`config.mk`:
```
export PLATFORM = sky130hd
export DESIGN_NAME = stopwatch_seven_segment_display
export DESIGN_NICKNAME = d
export VERILOG_FILES = /design/src/rtl/swsd_pkg.sv /design/src/rtl/stopwatch_seven_segment_display.sv /design/src/rtl/swsd_front.sv /design/src/rtl/swsd_queue.sv /design/src/rtl/swsd_back.sv
export SDC_FILE = /design/constraint.sdc
export NUM_CORES = 1
export LEC_CHECK = 0
export BUFFER_PORTS_ARGS = -buffer_cell sky130_fd_sc_hd__clkbuf_2
export CORE_MARGIN = 2
export CORE_UTILIZATION = 59
export CTS_CLUSTER_DIAMETER = 200
export DETAILED_ROUTE_END_ITERATION = 12
export PLACE_DENSITY = 0.79
export SETUP_SLACK_MARGIN = 0.4
export SLEW_MARGIN = 10
export SYNTH_ARGS = -nofsm -noshare
export SYNTH_HDL_FRONTEND = slang
export SYNTH_SLANG_ARGS = --single-unit
export TNS_END_PERCENT = 5
```
`constraint.sdc`:
```
create_clock -name clock -period 7.2 [get_ports clock]
set_input_delay 1.44 -clock clock [delete_from_list [all_inputs] [get_ports clock]]
set_output_delay 1.44 -clock clock [all_outputs]
set_load 0.02 [all_outputs]
```
`src/rtl/swsd_pkg.sv`:
```
package swsd_pkg;

   localparam int unsigned NUM_DIGITS  = 4;
   localparam int unsigned STEP_W      = $clog2(NUM_DIGITS);
   localparam int unsigned SAMPLE_W    = 16;
   localparam int unsigned FS_W        = 14;
   localparam int unsigned VALUE_W     = 14;
   localparam int unsigned PROD_W      = SAMPLE_W + FS_W;
   localparam int unsigned SEG_W       = 8;
   localparam int unsigned WEIGHT_W    = 10;
   localparam int unsigned DIGIT_W     = 4;

   localparam int unsigned QUEUE_DEPTH = 2;
   localparam int unsigned QPTR_W      = $clog2(QUEUE_DEPTH);
   localparam int unsigned QCNT_W      = $clog2(QUEUE_DEPTH + 1);

   localparam logic [1:0] OP_TICK    = 2'd0;
   localparam logic [1:0] OP_CLEAR   = 2'd1;
   localparam logic [1:0] OP_REFRESH = 2'd2;

   localparam logic [FS_W-1:0]    FS_RESET    = 14'd3300;
   localparam logic [5:0]         SEC_WRAP    = 6'd60;
   localparam logic [6:0]         MIN_WRAP    = 7'd100;
   localparam logic [VALUE_W-1:0] DISPLAY_MOD = 14'd10000;
   localparam logic [SEG_W-1:0]   DP_MASK     = 8'h80;

   typedef struct packed {
      logic                show_voltage;
      logic [SAMPLE_W-1:0] value;
   } q_entry_type;

   // active-low common-anode patterns, a..g in bits 0..6
   function automatic logic [SEG_W-1:0] seg_lookup(input logic [DIGIT_W-1:0] d);
      logic [SEG_W-1:0] s;
      case (d)
         4'd0:    s = 8'hC0;
         4'd1:    s = 8'hF9;
         4'd2:    s = 8'hA4;
         4'd3:    s = 8'hB0;
         4'd4:    s = 8'h99;
         4'd5:    s = 8'h92;
         4'd6:    s = 8'h82;
         4'd7:    s = 8'hF8;
         4'd8:    s = 8'h80;
         4'd9:    s = 8'h90;
         default: s = 8'hFF;
      endcase
      return s;
   endfunction

   // decimal weight of a digit position, leftmost first
   function automatic logic [WEIGHT_W-1:0] digit_weight(input logic [STEP_W-1:0] step);
      logic [WEIGHT_W-1:0] w;
      case (step)
         2'd0:    w = 10'd1000;
         2'd1:    w = 10'd100;
         2'd2:    w = 10'd10;
         default: w = 10'd1;
      endcase
      return w;
   endfunction

endpackage

```
`src/rtl/stopwatch_seven_segment_display.sv`:
```
// channel  | valid/ready              | tdata            | tuser                 | tlast
// req      | req_tvalid / req_tready  | adc_sample       | op, show_voltage      | -
// rsp      | rsp_tvalid / rsp_tready  | segment_pattern  | digit_select          | last_digit
// csr      | csr_we                   | csr_wdata = full_scale_mv
//
// Tick and clear words skip the queue and update the time when accepted, while the queue is not full.
// A refresh gives four frames from the digit sequencer, one per cycle unless the output stalls;
// the sequencer takes the next refresh value as it emits the last frame of the one before.
// A refresh word passes the queue, multiply, scale, sequencer and output registers in that order.
// Synchronous active-high reset; time cleared, full scale back to 3300 mV.
// A two-entry queue decouples the input from the stalled output side.
module stopwatch_seven_segment_display (
   input  logic                           clock,
   input  logic                           reset,
   input  logic                           req_tvalid,
   output logic                           req_tready,
   input  logic [23:0]                    req_tdata,   // adc_sample [15:0], zero pad
   input  logic [2:0]                     req_tuser,   // op [1:0], show_voltage [2]
   output logic                           rsp_tvalid,
   input  logic                           rsp_tready,
   output logic [7:0]                     rsp_tdata,   // segment_pattern [7:0]
   output logic [3:0]                     rsp_tuser,   // digit_select [3:0]
   output logic                           rsp_tlast,
   input  logic                           csr_we,
   input  logic [13:0]                    csr_wdata
);

   logic                    push_valid, q_full, pop_valid, pop_ready;
   swsd_pkg::q_entry_type   push_entry, pop_entry;

   swsd_front u_front (
      .clock      (clock),
      .reset      (reset),
      .req_tvalid (req_tvalid),
      .req_tready (req_tready),
      .req_tdata  (req_tdata),
      .req_tuser  (req_tuser),
      .q_full     (q_full),
      .push_valid (push_valid),
      .push_entry (push_entry)
   );

   swsd_queue u_queue (
      .clock      (clock),
      .reset      (reset),
      .push_valid (push_valid),
      .push_entry (push_entry),
      .full       (q_full),
      .pop_ready  (pop_ready),
      .pop_valid  (pop_valid),
      .pop_entry  (pop_entry)
   );

   swsd_back u_back (
      .clock      (clock),
      .reset      (reset),
      .csr_we     (csr_we),
      .csr_wdata  (csr_wdata),
      .pop_valid  (pop_valid),
      .pop_entry  (pop_entry),
      .pop_ready  (pop_ready),
      .rsp_tvalid (rsp_tvalid),
      .rsp_tready (rsp_tready),
      .rsp_tdata  (rsp_tdata),
      .rsp_tuser  (rsp_tuser),
      .rsp_tlast  (rsp_tlast)
   );

endmodule

```
`src/rtl/swsd_front.sv`:
```
module swsd_front (
   input  logic                      clock,
   input  logic                      reset,
   input  logic                      req_tvalid,
   output logic                      req_tready,
   input  logic [23:0]               req_tdata,   // adc_sample, zero pad
   input  logic [2:0]                req_tuser,   // op, show_voltage
   input  logic                      q_full,
   output logic                      push_valid,
   output swsd_pkg::q_entry_type     push_entry
);

   logic [5:0]                      second_ff, second_in, sec_inc;
   logic [6:0]                      minute_ff, minute_in, min_inc;
   logic [swsd_pkg::VALUE_W-1:0]    time_value;
   logic                            accept;
   logic [1:0]                      op;

   assign op         = req_tuser[1:0];
   assign req_tready = !q_full;
   assign accept     = req_tvalid && req_tready;
   assign sec_inc    = second_ff + 6'd1;
   assign min_inc    = minute_ff + 7'd1;

   // capture the time as it stands when the refresh word arrives
   assign time_value = ({7'd0, minute_ff} * 14'd100) + {8'd0, second_ff};

   assign push_valid              = accept && (op == swsd_pkg::OP_REFRESH);
   assign push_entry.show_voltage = req_tuser[2];
   assign push_entry.value        = req_tuser[2] ? req_tdata[15:0] : {2'd0, time_value};

   always_comb begin
      second_in = second_ff;
      minute_in = minute_ff;
      if (accept) begin
         unique case (op)
            swsd_pkg::OP_TICK: begin
               if (sec_inc >= swsd_pkg::SEC_WRAP) begin
                  second_in = 6'd0;
                  minute_in = (min_inc >= swsd_pkg::MIN_WRAP) ? 7'd0 : min_inc;
               end else begin
                  second_in = sec_inc;
               end
            end
            swsd_pkg::OP_CLEAR: begin
               second_in = 6'd0;
               minute_in = 7'd0;
            end
            default: begin
            end
         endcase
      end
   end

   always_ff @(posedge clock) begin
      if (reset) begin
         second_ff <= 6'd0;
         minute_ff <= 7'd0;
      end else begin
         second_ff <= second_in;
         minute_ff <= minute_in;
      end
   end

endmodule

```
`src/rtl/swsd_queue.sv`:
```
module swsd_queue (
   input  logic                      clock,
   input  logic                      reset,
   input  logic                      push_valid,
   input  swsd_pkg::q_entry_type     push_entry,
   output logic                      full,
   input  logic                      pop_ready,
   output logic                      pop_valid,
   output swsd_pkg::q_entry_type     pop_entry
);

   swsd_pkg::q_entry_type            entries_ff [swsd_pkg::QUEUE_DEPTH];
   logic [swsd_pkg::QPTR_W-1:0]      wr_ptr_ff, wr_ptr_in, rd_ptr_ff, rd_ptr_in;
   logic [swsd_pkg::QCNT_W-1:0]      count_ff, count_in;
   logic                             do_push, do_pop;

   assign full      = (count_ff == swsd_pkg::QCNT_W'(swsd_pkg::QUEUE_DEPTH));
   assign pop_valid = (count_ff != '0);
   assign pop_entry = entries_ff[rd_ptr_ff];
   assign do_push   = push_valid && !full;
   assign do_pop    = pop_valid && pop_ready;

   always_comb begin
      wr_ptr_in = wr_ptr_ff;
      rd_ptr_in = rd_ptr_ff;
      count_in  = count_ff;
      if (do_push) begin
         wr_ptr_in = (wr_ptr_ff == swsd_pkg::QPTR_W'(swsd_pkg::QUEUE_DEPTH - 1)) ?
                     '0 : wr_ptr_ff + 1'b1;
      end
      if (do_pop) begin
         rd_ptr_in = (rd_ptr_ff == swsd_pkg::QPTR_W'(swsd_pkg::QUEUE_DEPTH - 1)) ?
                     '0 : rd_ptr_ff + 1'b1;
      end
      if (do_push && !do_pop) begin
         count_in = count_ff + 1'b1;
      end else if (do_pop && !do_push) begin
         count_in = count_ff - 1'b1;
      end
   end

   always_ff @(posedge clock) begin
      if (do_push) begin
         entries_ff[wr_ptr_ff] <= push_entry;
      end
   end

   always_ff @(posedge clock) begin
      if (reset) begin
         wr_ptr_ff <= '0;
         rd_ptr_ff <= '0;
         count_ff  <= '0;
      end else begin
         wr_ptr_ff <= wr_ptr_in;
         rd_ptr_ff <= rd_ptr_in;
         count_ff  <= count_in;
      end
   end

`ifndef ASSERT_OFF
   a_no_push_when_full: assert property (@(posedge clock) disable iff (reset)
      push_valid |-> !full)
      else $error("word pushed into full queue");
`endif

endmodule

```
`src/rtl/swsd_back.sv`:
```
module swsd_back (
   input  logic                           clock,
   input  logic                           reset,
   input  logic                           csr_we,
   input  logic [swsd_pkg::FS_W-1:0]      csr_wdata,
   input  logic                           pop_valid,
   input  swsd_pkg::q_entry_type          pop_entry,
   output logic                           pop_ready,
   output logic                           rsp_tvalid,
   input  logic                           rsp_tready,
   output logic [swsd_pkg::SEG_W-1:0]     rsp_tdata,
   output logic [swsd_pkg::NUM_DIGITS-1:0] rsp_tuser,
   output logic                           rsp_tlast
);

   logic [swsd_pkg::FS_W-1:0]       fs_ff;

   // stage A: scale multiply
   logic                            a_valid_ff, a_valid_in, a_volt_ff, a_ready;
   logic [swsd_pkg::PROD_W-1:0]     a_prod_ff, a_prod_in;

   // stage B: divide by full code, wrap to four digits
   logic                            b_valid_ff, b_valid_in, b_volt_ff, b_ready;
   logic [swsd_pkg::VALUE_W-1:0]    b_value_ff, b_value_in, mv, raw;
   logic [swsd_pkg::PROD_W:0]       scale_sum;

   // stage C: digit sequencer
   logic                            seq_busy_ff, seq_busy_in, c_volt_ff, c_volt_in;
   logic [swsd_pkg::STEP_W-1:0]     step_ff, step_in;
   logic [swsd_pkg::VALUE_W-1:0]    rem_ff, rem_in, rem_next;
   logic [swsd_pkg::WEIGHT_W-1:0]   weight;
   logic [swsd_pkg::DIGIT_W-1:0]    digit;
   logic                            c_take, emit, out_load, last_step;
   logic [swsd_pkg::SEG_W-1:0]      seg;

   // output register
   logic                            out_valid_ff, out_valid_in, last_ff;
   logic [swsd_pkg::SEG_W-1:0]      seg_ff;
   logic [swsd_pkg::NUM_DIGITS-1:0] sel_ff;

   always_ff @(posedge clock) begin
      if (reset) begin
         fs_ff <= swsd_pkg::FS_RESET;
      end else if (csr_we) begin
         fs_ff <= csr_wdata;
      end
   end

   // stage A
   assign a_ready    = !a_valid_ff || b_ready;
   assign pop_ready  = a_ready;
   assign a_valid_in = a_ready ? pop_valid : a_valid_ff;
   assign a_prod_in  = pop_entry.show_voltage ?
                       ({14'd0, pop_entry.value} * {16'd0, fs_ff}) :
                       {14'd0, pop_entry.value};

   // stage B: floor(p / 65535) = (p + (p >> 16) + 1) >> 16 for p below 2^30
   assign b_ready    = !b_valid_ff || c_take;
   assign b_valid_in = b_ready ? a_valid_ff : b_valid_ff;
   assign scale_sum  = {1'b0, a_prod_ff} + {17'd0, a_prod_ff[29:16]} + 31'd1;
   assign mv         = scale_sum[29:16];
   assign raw        = a_volt_ff ? mv : a_prod_ff[swsd_pkg::VALUE_W-1:0];
   assign b_value_in = (raw >= swsd_pkg::DISPLAY_MOD) ? raw - swsd_pkg::DISPLAY_MOD : raw;

   // stage C
   assign out_load  = !out_valid_ff || rsp_tready;
   assign emit      = seq_busy_ff && out_load;
   assign last_step = (step_ff == swsd_pkg::STEP_W'(swsd_pkg::NUM_DIGITS - 1));
   assign c_take    = b_valid_ff && (!seq_busy_ff || (emit && last_step));
   assign weight    = swsd_pkg::digit_weight(step_ff);

   always_comb begin
      digit = '0;
      for (int d = 1; d <= 9; d++) begin
         if (rem_ff >= swsd_pkg::VALUE_W'(weight * d)) begin
            digit = swsd_pkg::DIGIT_W'(d);
         end
      end
   end

   assign rem_next = rem_ff - ({4'd0, weight} * {10'd0, digit});

   always_comb begin
      seg = swsd_pkg::seg_lookup(digit);
      // light the point on digit 0 for volts, digit 1 for time
      if ((c_volt_ff && step_ff == 2'd0) || (!c_volt_ff && step_ff == 2'd1)) begin
         seg = seg & ~swsd_pkg::DP_MASK;
      end
   end

   always_comb begin
      seq_busy_in = seq_busy_ff;
      step_in     = step_ff;
      rem_in      = rem_ff;
      c_volt_in   = c_volt_ff;
      if (c_take) begin
         seq_busy_in = 1'b1;
         step_in     = '0;
         rem_in      = b_value_ff;
         c_volt_in   = b_volt_ff;
      end else if (emit) begin
         if (last_step) begin
            seq_busy_in = 1'b0;
         end else begin
            step_in = step_ff + 1'b1;
            rem_in  = rem_next;
         end
      end
   end

   assign out_valid_in = out_load ? seq_busy_ff : out_valid_ff;

   always_ff @(posedge clock) begin
      if (reset) begin
         a_valid_ff   <= 1'b0;
         b_valid_ff   <= 1'b0;
         seq_busy_ff  <= 1'b0;
         step_ff      <= '0;
         out_valid_ff <= 1'b0;
      end else begin
         a_valid_ff   <= a_valid_in;
         b_valid_ff   <= b_valid_in;
         seq_busy_ff  <= seq_busy_in;
         step_ff      <= step_in;
         out_valid_ff <= out_valid_in;
      end
   end

   always_ff @(posedge clock) begin
      if (a_ready) begin
         a_prod_ff <= a_prod_in;
         a_volt_ff <= pop_entry.show_voltage;
      end
      if (b_ready) begin
         b_value_ff <= b_value_in;
         b_volt_ff  <= a_volt_ff;
      end
      rem_ff    <= rem_in;
      c_volt_ff <= c_volt_in;
      if (emit) begin
         seg_ff  <= seg;
         sel_ff  <= swsd_pkg::NUM_DIGITS'(1) << step_ff;
         last_ff <= last_step;
      end
   end

   assign rsp_tvalid = out_valid_ff;
   assign rsp_tdata  = seg_ff;
   assign rsp_tuser  = sel_ff;
   assign rsp_tlast  = last_ff;

`ifndef ASSERT_OFF
   a_rem_in_range: assert property (@(posedge clock) disable iff (reset)
      seq_busy_ff |-> (rem_ff < ({4'd0, weight} * 14'd10)))
      else $error("remainder exceeds digit position");

   a_wrapped_value: assert property (@(posedge clock) disable iff (reset)
      b_valid_ff |-> (b_value_ff < swsd_pkg::DISPLAY_MOD))
      else $error("display value not wrapped");

   a_last_on_right: assert property (@(posedge clock) disable iff (reset)
      out_valid_ff |-> ($onehot(sel_ff) && (last_ff == sel_ff[swsd_pkg::NUM_DIGITS-1])))
      else $error("frame select and last marker disagree");

   a_step_advance: assert property (@(posedge clock) disable iff (reset)
      (emit && !last_step) |=> (seq_busy_ff && (step_ff == $past(step_ff) + 2'd1)))
      else $error("sequencer skipped a digit");
`endif

endmodule

```
==> results of run 1 <==
-- kinds of logic after synthesis --
group	count (synthesis)
buffers and inverters	344
AOI/OAI and AO/OA	318
muxes	41
and+or+nand+nor	617
xor gates and xnor gates	90
DFF	146
adders and majority gates	440
-- cell usage in the layout (no fill, tap or decap), drive strengths merged, types with 8 or more instances in the layout --
cell and n:
nand3 33, o21ai 70, o31ai 10, a31oi 8
mux2i 21, ha 248, o21bai 13, o21a 14
a21oi 98, fa 192, a211oi 9, a211o 12
nor2 111, edfxtp 108, nor3 32, clkbuf 71
nand2 223, dfxtp 38, nand2b 20, and3 13
a21o 36, o211ai 9, nand4 12, xor2 36
nor2b 46, xnor2 54, and2 100, mux2 20
buf 44, inv 280
-- through the flow --
stage / area [um2] / instances / setup WS, ns
global placement: 19370 / 2417 / 0.2852
finish: 20390 / 2464 / 0.5775
global route: 20390 / 2464 / 0.3204
CTS: 20020 / 2454 / 0.4087
floorplan: 18620 / 1996 / 0.4086
detailed placement: 19370 / 2417 / 0.1547
-- routing by layer --
metal,share of wire [%],routed length (um),vias up
li1,-,-,6747
met3,4.7,2020,96
met1,41,17550,6965
met5,0,0,-
met4,3.1,1358,0
met2,52,22270,425
-- worst max-delay path: cells and delay by family (launching register included) --
| family | cells | cell delay (ns) |
|---|---|---|
| AO/OA/AOI/OAI | 12 | 2.27 |
| XOR/XNOR | 1 | 0.19 |
| adder cells (fa/ha/maj) | 6 | 2.05 |
| buffers and inverters | 4 | 0.51 |
| flip-flops | 1 | 0.37 |
| AND/OR/NAND/NOR | 5 | 0.96 |
-- how the worst max path moves through the flow --
stage	startpoint	end	slack [ns]
2_1_floorplan	register	u_back.a_prod_ff[24]$_SDFFCE_PN0N_	0.41
3_5_place_dp	u_back.step_ff[0]$_SDFFE_PP0P_	u_back.rem_ff[13]$_DFFE_PP_	0.15
6_report	u_back.step_ff[0]$_SDFFE_PP0P_	u_back.rem_ff[13]$_DFFE_PP_	0.58
4_1_cts	u_back.step_ff[1]$_SDFFE_PP0P_	u_back.rem_ff[12]$_DFFE_PP_	0.41
5_1_grt	u_back.step_ff[0]$_SDFFE_PP0P_	u_back.rem_ff[13]$_DFFE_PP_	0.32
3_3_place_gp	u_back.step_ff[0]$_SDFFE_PP0P_	u_back.rem_ff[12]$_DFFE_PP_	0.29
-- state kept, by name (all words and copies together) (netlist names), 2 cells and up, named ones only --
register,count
u_back.rem_ff,14
u_back.fs_ff,14
u_front.second_ff,6
u_back.b_value_ff,14
u_queue.count_ff,2
u_back.rsp_tuser,4
u_back.a_prod_ff,30
u_back.step_ff,2
u_queue.entries_ff,34
u_back.rsp_tdata,8
u_front.minute_ff,7
-- repair_timing --
item,in CTS,in global routing
setup buffers,5,10
gates resized for setup,7,65
pin swaps,0,18
cloned,0,0
setup endpoints to repair,4,15
-- area by class of cell --
cell class / count / share of cell area, %
Clock buffer: 19 / 2.123
Tap cell: 402 / 2.467
Clock inverter: 13 / 0.7916
Multi-Input combinational cell: 1506 / 66.70
Timing Repair Buffer: 96 / 2.994
Inverter: 282 / 5.240
Sequential cell: 146 / 19.68
==> impl_metrics.yaml, run 1 <==
outcome:
  status: "completed"
synth:
  synth_xor_area_share_pct: 4.236
  synth_cells: 1996
  synth_async_sr_flop_share_pct: 0
  synthDominantCellAreaShare_pct: 20.66
  synth_common_cells: "281 x sky130_fd_sc_hd__inv_1, 248 x sky130_fd_sc_hd__ha_1, 223 x sky130_fd_sc_hd__nand2_1, 192 x sky130_fd_sc_hd__fa_1, 111 x sky130_fd_sc_hd__nor2_1"
  syn-cell-area_mm2: 0.01861
  synth-edff-count: 108
  synth_flop_cell: "sky130_fd_sc_hd__edfxtp_1"
  synth-warning-count: 0
  synthMuxAreaShare_pct: 2.340
  post-synth-top-count-cell: "sky130_fd_sc_hd__inv_1"
  synth_fp_nets: 2482
  synth-seq-cells: 146
  synthSimpleGateAreaFrac_pct: 16.14
  yosys-top-cells-area: "sky130_fd_sc_hd__fa_1 21%, sky130_fd_sc_hd__edfxtp_1 17%, sky130_fd_sc_hd__ha_1 17%, sky130_fd_sc_hd__inv_1 5.7%, sky130_fd_sc_hd__nand2_1 4.5%"
  most_area_hungry_cell_type_in_the_yosys_netlist: "sky130_fd_sc_hd__fa_1"
  synth_compound_gate_area_share_pct: 11.49
  avgSynthCellArea_um2: 9.323
  ys_types: 75
  synth_sequential_area_ratio_pct: 21.52
  synth_top_family_by_area: "adder cells"
  post_synth_fa_ha_maj_area_fraction_pct: 37.33
routing:
  wire_per_inst_um: 17.53
  route.vias.total: 14230
  drt_pre_antenna_iters: 6
  avgViaCountPerCell: 5.776
  drt-initial-drc-count: 939
  antenna_violating_nets_post_route: 0
  wl_um: 43200
  drt_drc_violations_left: 0
worst_hold_path:
  hold_depth: 0
  hold_path.class: "register to register"
  hold-path-endpoint: "u_back.c_volt_ff$_DFFE_PP_"
  hold_start: "u_back.b_volt_ff$_DFFE_PP_"
finish:
  post_route_cells_drive_above_1_share_pct: 10.96
  fillerInstances: 2427
  ff_latch_area_mm2: 0.004014
  layout.nets: 2535
  flow.area_growth_from_synthesis_pct: 9.582
  fin_util_pct: 65.12
  insertedDiodeCount: 0
  multiInputGateArea_mm2: 0.01360
worst_setup_path:
  stage_delay_of_the_slowest_cell_on_the_critical_path_ns: 0.55
  critical_path_class: "register to register"
  critical_path_arrival_ns: 6.79
  crit-reg2reg-launch: "u_back.step_ff[0]$_SDFFE_PP0P_"
  path_max_fanout: 8
  worst_r2r_path_depth: 28
  regToRegEndpoint: "u_back.rem_ff[13]$_DFFE_PP_"
  r2r_setup_slack_ns: 0.58
  critPathCaptureType: "register"
  crit_slowest_cell: "sky130_fd_sc_hd__fa_1"
  timing.critical_path.required_ns: 7.37
  timing.critical_path.from_type: "register"
sta:
  period_share_pct: 91.98
  max_freq_mhz: 151.0
  rsz0062_at_grt: "yes"
  finalMaxSlewViolations: 0
  worst-slew-pin-transition_ns: 0.9677
  finalHoldViolations: 0
  final-setup-viol-count: 0
  period_minus_ws_final_ns: 6.622
  max_slew_margin_pct: 35.49
  hold-worst-slack_ns: 0.4171
  setup_total_negative_slack_ns: 0
  clock-skew-final_ns: 0.01884
die:
  ios: 61
  chipHeight_um: 181.6
  num_rows: 65
  fp.dieW_um: 181.6
  core_area_mm2: 0.03131
  initial_utilization_pct: 59.43
  die_area_mm2: 0.03297
placement:
  detailedPlacementHpwl_um: 32930
  portBuffers: 52
  routability_congestion_estimate: 0.9132
grt:
  gr-usage-met3_pct: 4.332
  largest_net_degree_at_the_start_of_global_routing: 39
  grt_pass1_wl_um: 71570
  groute.layer.met1.usage_pct: 31.89
  first_global_vias: 15040
  overall_routing_resource_usage_pct: 27.03
  use_met2_pct: 49.43
  initial_antenna_violation_count: 0
  grt-busiest-layer: "met2"
  globalRouteOverflowTotal: 0
clock_network:
  cts_buffer_depth: 2
  tritoncts_clock_tree: "built"
  clk-insertion-delay-late_ns: 0.44
  clk_root_buffer_cell: "sky130_fd_sc_hd__clkbuf_16"
  cts_hold_buf: 0
  clkSlewWorstSetupHoldPaths_ns: 0.07
  cts_inserted_buffers: 17
  cts-htree-levels: 4
  clkSinkCount: 146
run:
  drv.max_cap_violation_count: 0
Power of run 1 is left out: the tool's default activity adds up to more than one toggle a clock period on the data nets, which glitch-free logic cannot reach.
==> run 2: changes to the inputs <==
--- a/config.mk
+++ b/config.mk
@@ -7,11 +7,13 @@
 export LEC_CHECK = 0
 export BUFFER_PORTS_ARGS = -buffer_cell sky130_fd_sc_hd__clkbuf_2
 export CORE_MARGIN = 2
-export CORE_UTILIZATION = 59
+export CORE_UTILIZATION = 65
 export CTS_CLUSTER_DIAMETER = 200
 export DETAILED_ROUTE_END_ITERATION = 12
-export PLACE_DENSITY = 0.79
+export GPL_TIMING_DRIVEN = 1
+export PLACE_DENSITY = 0.83
 export SETUP_SLACK_MARGIN = 0.4
+export SKIP_LAST_GASP = 1
 export SLEW_MARGIN = 10
 export SYNTH_ARGS = -nofsm -noshare
 export SYNTH_HDL_FRONTEND = slang
==> constraint.sdc (replaced) <==
create_clock -name clock -period 6.62 [get_ports clock]
set_input_delay 1.324 -clock clock [delete_from_list [all_inputs] [get_ports clock]]
set_output_delay 1.324 -clock clock [all_outputs]
set_load 0.02 [all_outputs]
==> impl_metrics.yaml, run 2 (synthesized netlist as in run 1, its figures left out) <==
worst_setup_path:
  critPathCaptureType: "register"
  path_max_fanout: 8
  critical_path.top_delay_family: "adder cells"
  critical_path_buf_inv_count: 5
  critical_path_class: "register to register"
  crit_slowest_cell: "sky130_fd_sc_hd__fa_1"
  crit_path_cell_trace: "bufbuf_16 > mux2_4 > buf_4 > nand2_1 > fa_1 > inv_1 > ha_1 > fa_1 > inv_1 > fa_1 > fa_1 > inv_1 > fa_1 > ha_1 > and3_1 > and3_1 > a21o_1 > a31oi_4 > o211ai_1 > nand2_1 > nor4_2 > nor2_1 > xor2_1 > nor2_1"
  critical_path_arrival_ns: 6.58
  cpMostUsedCell: "sky130_fd_sc_hd__fa_1"
  stage_delay_of_the_slowest_cell_on_the_critical_path_ns: 0.54
  timing.critical_path.from_type: "register"
  timing.critical_path.required_ns: 6.80
run:
  drv.max_cap_violation_count: 0
die:
  chipHeight_um: 173.2
  fp.dieW_um: 173.2
  ios: 61
  initial_utilization_pct: 66.43
  num_rows: 61
  die_area_mm2: 0.03000
  core_area_mm2: 0.02801
finish:
  layout.cells.most_common: "sky130_fd_sc_hd__inv_1"
  top_register: "u_queue.entries_ff"
  largest_register_ff_count: 34
  insertedDiodeCount: 0
  flow.area_growth_from_synthesis_pct: 12.73
  biggest_registers_after_layout: "u_queue.entries_ff: 34 flops, u_back.a_prod_ff: 30 flops"
  post_route_cells_drive_above_1_share_pct: 14.03
  layout.cells.most_common_list: "274 x sky130_fd_sc_hd__inv_1, 235 x sky130_fd_sc_hd__ha_1, 223 x sky130_fd_sc_hd__nand2_1, 192 x sky130_fd_sc_hd__fa_1, 109 x sky130_fd_sc_hd__nor2_1"
  layout.nets: 2597
sta:
  finalMaxSlewViolations: 0
  max_slew_margin_pct: 33.34
  rsz0062_at_grt: "yes"
  finalHoldViolations: 0
  worst-slew-pin-transition_ns: 0.9999
  final_critical_path_setup_slack_ns: 0.2218
  period_share_pct: 96.65
  max_freq_mhz: 156.3
  final-setup-viol-count: 0
  period_minus_ws_final_ns: 6.398
  clock-skew-final_ns: 0.01795
  setup_total_negative_slack_ns: 0
placement:
  portBuffers: 52
  routability_congestion_estimate: 0.9410
  detailedPlacementHpwl_um: 34840
  preCtsSetupSlack_ns: -0.06548
clock_network:
  clk-insertion-delay-late_ns: 0.45
  cts_inserted_buffers: 17
  cts_buffer_depth: 2
  cts-htree-levels: 4
  clkSinkCount: 146
  tritoncts_clock_tree: "built"
  cts_hold_buf: 0
  clkSlewWorstSetupHoldPaths_ns: 0.07
  clk_root_buffer_cell: "sky130_fd_sc_hd__clkbuf_16"
routing:
  drt_drc_violations_left: 0
  antenna_violating_nets_post_route: 0
  avgViaCountPerCell: 5.892
  drt-initial-drc-count: 1108
  drt_pre_antenna_iters: 5
  route.vias.total: 14740
  wire_per_inst_um: 18.30
  wl_um: 45780
worst_hold_path:
  hold_path.class: "register to register"
grt:
  first_global_vias: 15370
  largest_net_degree_at_the_start_of_global_routing: 39
  grt_pass1_wl_um: 75680
  initial_antenna_violation_count: 0
  globalRouteOverflowTotal: 0
  overall_routing_resource_usage_pct: 31.42
outcome:
  status: "completed"
## run 2: cell count changes in the layout (fill, tap and decap cells not counted), moves of 6 or more
cell / before / now
sky130_fd_sc_hd__a21oi_1: 90 / 83
sky130_fd_sc_hd__a21oi_2: 7 / 13
sky130_fd_sc_hd__buf_4: 42 / 101
sky130_fd_sc_hd__inv_6: 1 / 7
sky130_fd_sc_hd__mux2_2: 14 / 8
sky130_fd_sc_hd__mux2_4: 6 / 12
## run 2: timing repair
item                                    CTS  global route
endpoints found under the setup margin   18            19
pin swaps                                19             7
gates resized for setup                  42            12
setup buffers                            20             9
gates cloned                              1             0
endpoints found under the hold margin     0             0
## run 2: routing by layer
metal  track usage [%]  vias up  part of all wire, %
li1                  -     6866                    -
met2             57.22      606                   52
met5                 0        -                    0
met1             35.97     7109                   38
met3             5.035      160                  6.0
met4             14.97        0                  4.6
## run 2: worst register-to-register path: cells and delay by family, from the launching register on
kind	cells	cell delay (ns)
adder cells (fa/ha/maj)	7	3.11
flip-flops	1	0.37
XOR/XNOR	1	0.13
AO/OA/AOI/OAI	3	0.49
multiplexers	1	0.25
buffers and inverters	5	0.63
AND/OR/NAND/NOR	7	1.17
## run 2: path summary, 6_finish.rpt
path                         startpoint                                  to  slack [ns]  cells past startpoint
max                            register  u_back.a_prod_ff[25]$_SDFFCE_PN0N_        0.22                     24
min          u_back.b_volt_ff$_DFFE_PP_          u_back.c_volt_ff$_DFFE_PP_        0.43                      0
max reg2reg                    register  u_back.a_prod_ff[25]$_SDFFCE_PN0N_        0.22                     24
min reg2reg  u_back.b_volt_ff$_DFFE_PP_          u_back.c_volt_ff$_DFFE_PP_        0.43                      0
## run 2: through the flow
stage | cell area (um2) | std cells | util [%] | hold WS, ns
floorplan | 18840 | 1996 | - | 0.4003
global placement | 19880 | 2440 | 70.97 | 0.4102
detailed placement | 19880 | 2440 | 70.97 | 0.4116
CTS | 20860 | 2493 | 74.48 | 0.4289
global route | 20980 | 2502 | 74.89 | 0.4290
finish | 20980 | 2502 | 74.89 | 0.4292
## run 2: cell type report
cell class	count	area, um2
inverters	282	1079
clock inverters	13	138.9
flip-flops and latches	146	4016
fillers	1903	7034
repair buffers	158	1105
clock buffers	19	452.9
multi-input cells	1506	13710
well taps	378	473.0
Power of run 2 is left out for the same reason.
==> run 3: changes to the inputs <==
--- a/config.mk
+++ b/config.mk
@@ -5,6 +5,7 @@
 export SDC_FILE = /design/constraint.sdc
 export NUM_CORES = 1
 export LEC_CHECK = 0
+export ABC_AREA = 1
 export BUFFER_PORTS_ARGS = -buffer_cell sky130_fd_sc_hd__clkbuf_2
 export CORE_MARGIN = 2
 export CORE_UTILIZATION = 65
==> impl_metrics.yaml, run 3 <==
synth:
  synth_async_sr_flop_share_pct: 0
  synth-warning-count: 0
  synthDominantCellAreaShare_pct: 19.66
  synth-edff-count: 108
  yosys-top-cells-area: "sky130_fd_sc_hd__fa_1 20%, sky130_fd_sc_hd__edfxtp_1 17%, sky130_fd_sc_hd__ha_1 16%, sky130_fd_sc_hd__nand2_1 11%, sky130_fd_sc_hd__inv_1 9.1%"
  synth_flop_cell: "sky130_fd_sc_hd__edfxtp_1"
  synth_fp_nets: 3012
  syn-cell-area_mm2: 0.01955
  synth_sequential_area_ratio_pct: 20.48
  avgSynthCellArea_um2: 7.741
  synth_common_cells: "563 x sky130_fd_sc_hd__nand2_1, 474 x sky130_fd_sc_hd__inv_1, 248 x sky130_fd_sc_hd__ha_1, 239 x sky130_fd_sc_hd__nor2_1, 192 x sky130_fd_sc_hd__fa_1"
  synth-seq-cells: 146
  synth_cells: 2526
  ys_types: 46
  post-synth-top-count-cell: "sky130_fd_sc_hd__nand2_1"
  most_area_hungry_cell_type_in_the_yosys_netlist: "sky130_fd_sc_hd__fa_1"
routing:
  drt_pre_antenna_iters: 5
  antenna_violating_nets_post_route: 0
  wl_um: 56670
  wire_per_inst_um: 18.42
  drt-initial-drc-count: 1473
  route.vias.total: 18030
  drt_drc_violations_left: 0
  avgViaCountPerCell: 5.858
grt:
  grt_pass1_wl_um: 86690
  first_global_vias: 17630
  largest_net_degree_at_the_start_of_global_routing: 34
  overall_routing_resource_usage_pct: 35.50
  globalRouteOverflowTotal: 0
  initial_antenna_violation_count: 0
finish:
  biggest_registers_after_layout: "u_queue.entries_ff: 34 flops, u_back.a_prod_ff: 30 flops"
  layout.cells.most_common_list: "543 x sky130_fd_sc_hd__nand2_1, 444 x sky130_fd_sc_hd__inv_1, 231 x sky130_fd_sc_hd__nor2_1, 221 x sky130_fd_sc_hd__ha_1, 188 x sky130_fd_sc_hd__fa_1"
  flow.area_growth_from_synthesis_pct: 14.63
  layout.nets: 3160
  largest_register_ff_count: 34
  fillerInstances: 2184
  top_register: "u_queue.entries_ff"
  insertedDiodeCount: 0
  post_route_cells_drive_above_1_share_pct: 15.67
  final_cells: 3077
  layout.cells.most_common: "sky130_fd_sc_hd__nand2_1"
  fin_util_pct: 75.63
worst_hold_path:
  hold_start: "u_back.b_volt_ff$_DFFE_PP_"
  hold-path-endpoint: "u_back.c_volt_ff$_DFFE_PP_"
  hold_depth: 0
  hold_path.class: "register to register"
sta:
  clock-skew-final_ns: 0.01406
  hold-worst-slack_ns: 0.4334
  period_share_pct: 94.86
  max_freq_mhz: 159.2
  setup_total_negative_slack_ns: 0
  worst-slew-pin-transition_ns: 0.9580
  rsz0062_at_grt: "yes"
  max_slew_margin_pct: 36.06
  finalMaxSlewViolations: 0
  period_minus_ws_final_ns: 6.280
  finalHoldViolations: 0
  final-setup-viol-count: 0
worst_setup_path:
  critPathCaptureType: "register"
  timing.critical_path.required_ns: 6.90
  timing.critical_path.from_type: "register"
  worst_r2r_path_depth: 22
  r2r_setup_slack_ns: 0.34
  regToRegEndpoint: "u_back.a_prod_ff[25]$_SDFFCE_PN0N_"
  critical_path_arrival_ns: 6.56
  path_max_fanout: 16
  critical_path_class: "register to register"
run:
  drv.max_cap_violation_count: 0
placement:
  routability_congestion_estimate: 0.9977
  portBuffers: 52
  post-place-cells: 3001
  detailedPlacementHpwl_um: 43520
die:
  die_area_mm2: 0.03149
  num_rows: 63
  core_area_mm2: 0.02964
  fp.dieW_um: 177.4
  initial_utilization_pct: 65.97
  chipHeight_um: 177.4
  ios: 61
clock_network:
  clk-insertion-delay-late_ns: 0.45
  tritoncts_clock_tree: "built"
  cts_inserted_buffers: 17
  cts_buffer_depth: 2
  cts-htree-levels: 4
  clkSlewWorstSetupHoldPaths_ns: 0.07
  clk_root_buffer_cell: "sky130_fd_sc_hd__clkbuf_16"
  clkSinkCount: 146
outcome:
  status: "completed"
==> run 3: cell count changes after synthesis, sizes merged, moves of 31 or more <==
cell   previous run  this run
o21ai            70       136
a21oi            98       147
nand3            33       101
and2            100         0
or2               6        37
nand2           223       575
nor2            111       248
inv             281       474
nor2b            46         0
==> run 3: layer usage <==
metal | vias up | part of all wire (%) | global-route usage [%]
met1 | 8522 | 36 | 41.33
li1 | 8346 | - | -
met4 | 0 | 6.9 | 19.77
met3 | 273 | 6.8 | 5.763
met5 | - | 0 | 0
met2 | 884 | 50 | 62.23
==> run 3: through the flow <==
step	worst slack, ns	area [um2]
floorplan	0.3493	19570
finish	0.3400	22420
detailed placement	0.01330	20720
CTS	0.3269	21500
global route	0.2473	22420
global placement	0.08667	20720
==> run 3: critical path, cell delays in order, from the launching register on <==
cell,delay [ns]
sky130_fd_sc_hd__dfxtp_4,0.36
sky130_fd_sc_hd__buf_12,0.15
sky130_fd_sc_hd__or2_2,0.33
sky130_fd_sc_hd__nand2_4,0.11
sky130_fd_sc_hd__inv_2,0.04
sky130_fd_sc_hd__nand2_1,0.07
sky130_fd_sc_hd__fa_1,0.49
sky130_fd_sc_hd__fa_1,0.56
sky130_fd_sc_hd__inv_1,0.06
sky130_fd_sc_hd__fa_1,0.54
sky130_fd_sc_hd__inv_1,0.06
sky130_fd_sc_hd__fa_1,0.53
sky130_fd_sc_hd__inv_1,0.05
sky130_fd_sc_hd__fa_1,0.59
sky130_fd_sc_hd__fa_1,0.48
sky130_fd_sc_hd__ha_4,0.32
sky130_fd_sc_hd__nand2_1,0.13
sky130_fd_sc_hd__nor4_2,0.45
sky130_fd_sc_hd__nand4_1,0.19
sky130_fd_sc_hd__nand3_2,0.17
sky130_fd_sc_hd__a21o_1,0.14
sky130_fd_sc_hd__o21ai_0,0.07
sky130_fd_sc_hd__a21oi_1,0.21
==> run 3: cell type report <==
class	instances	area (um2)	share of cell area, %
Clock buffer	19	442.9	1.976
Clock inverter	13	116.4	0.5191
Inverter	480	1834	8.183
Multi-Input combinational cell	1857	14290	63.74
Sequential cell	146	4013	17.90
Tap cell	390	488.0	2.177
Timing Repair Buffer	172	1234	5.504
==> run 3: how the worst max path moves through the flow <==
stage	startpoint	to	slack [ns]
detailed placement	u_back.step_ff[0]$_SDFFE_PP0P_	u_back.rem_ff[13]$_DFFE_PP_	0.01
global route	u_back.step_ff[0]$_SDFFE_PP0P_	u_back.rem_ff[13]$_DFFE_PP_	0.25
finish	register	u_back.a_prod_ff[25]$_SDFFCE_PN0N_	0.34
global placement	register	u_back.a_prod_ff[22]$_SDFFCE_PN0N_	0.09
floorplan	u_back.step_ff[0]$_SDFFE_PP0P_	u_back.rem_ff[13]$_DFFE_PP_	0.35
CTS	register	u_back.a_prod_ff[24]$_SDFFCE_PN0N_	0.33
==> run 3: timing repair <==
action | CTS | global route
hold buffers | 0 | 0
resized for setup | 44 | 170
pin swaps | 8 | 65
setup endpoints to repair | 26 | 28
setup buffers | 11 | 33
endpoints found under the hold margin | 0 | 0
==> run 3: cell families after synthesis <==
group	Yosys count	synth area share (%)
compound gates	328	9.150
xor+xnor	52	2.329
fa+ha+maj	440	35.53
buf+inv	523	10.15
flops	146	20.48
simple gates	1037	22.36
Power of run 3 is left out for the same reason.
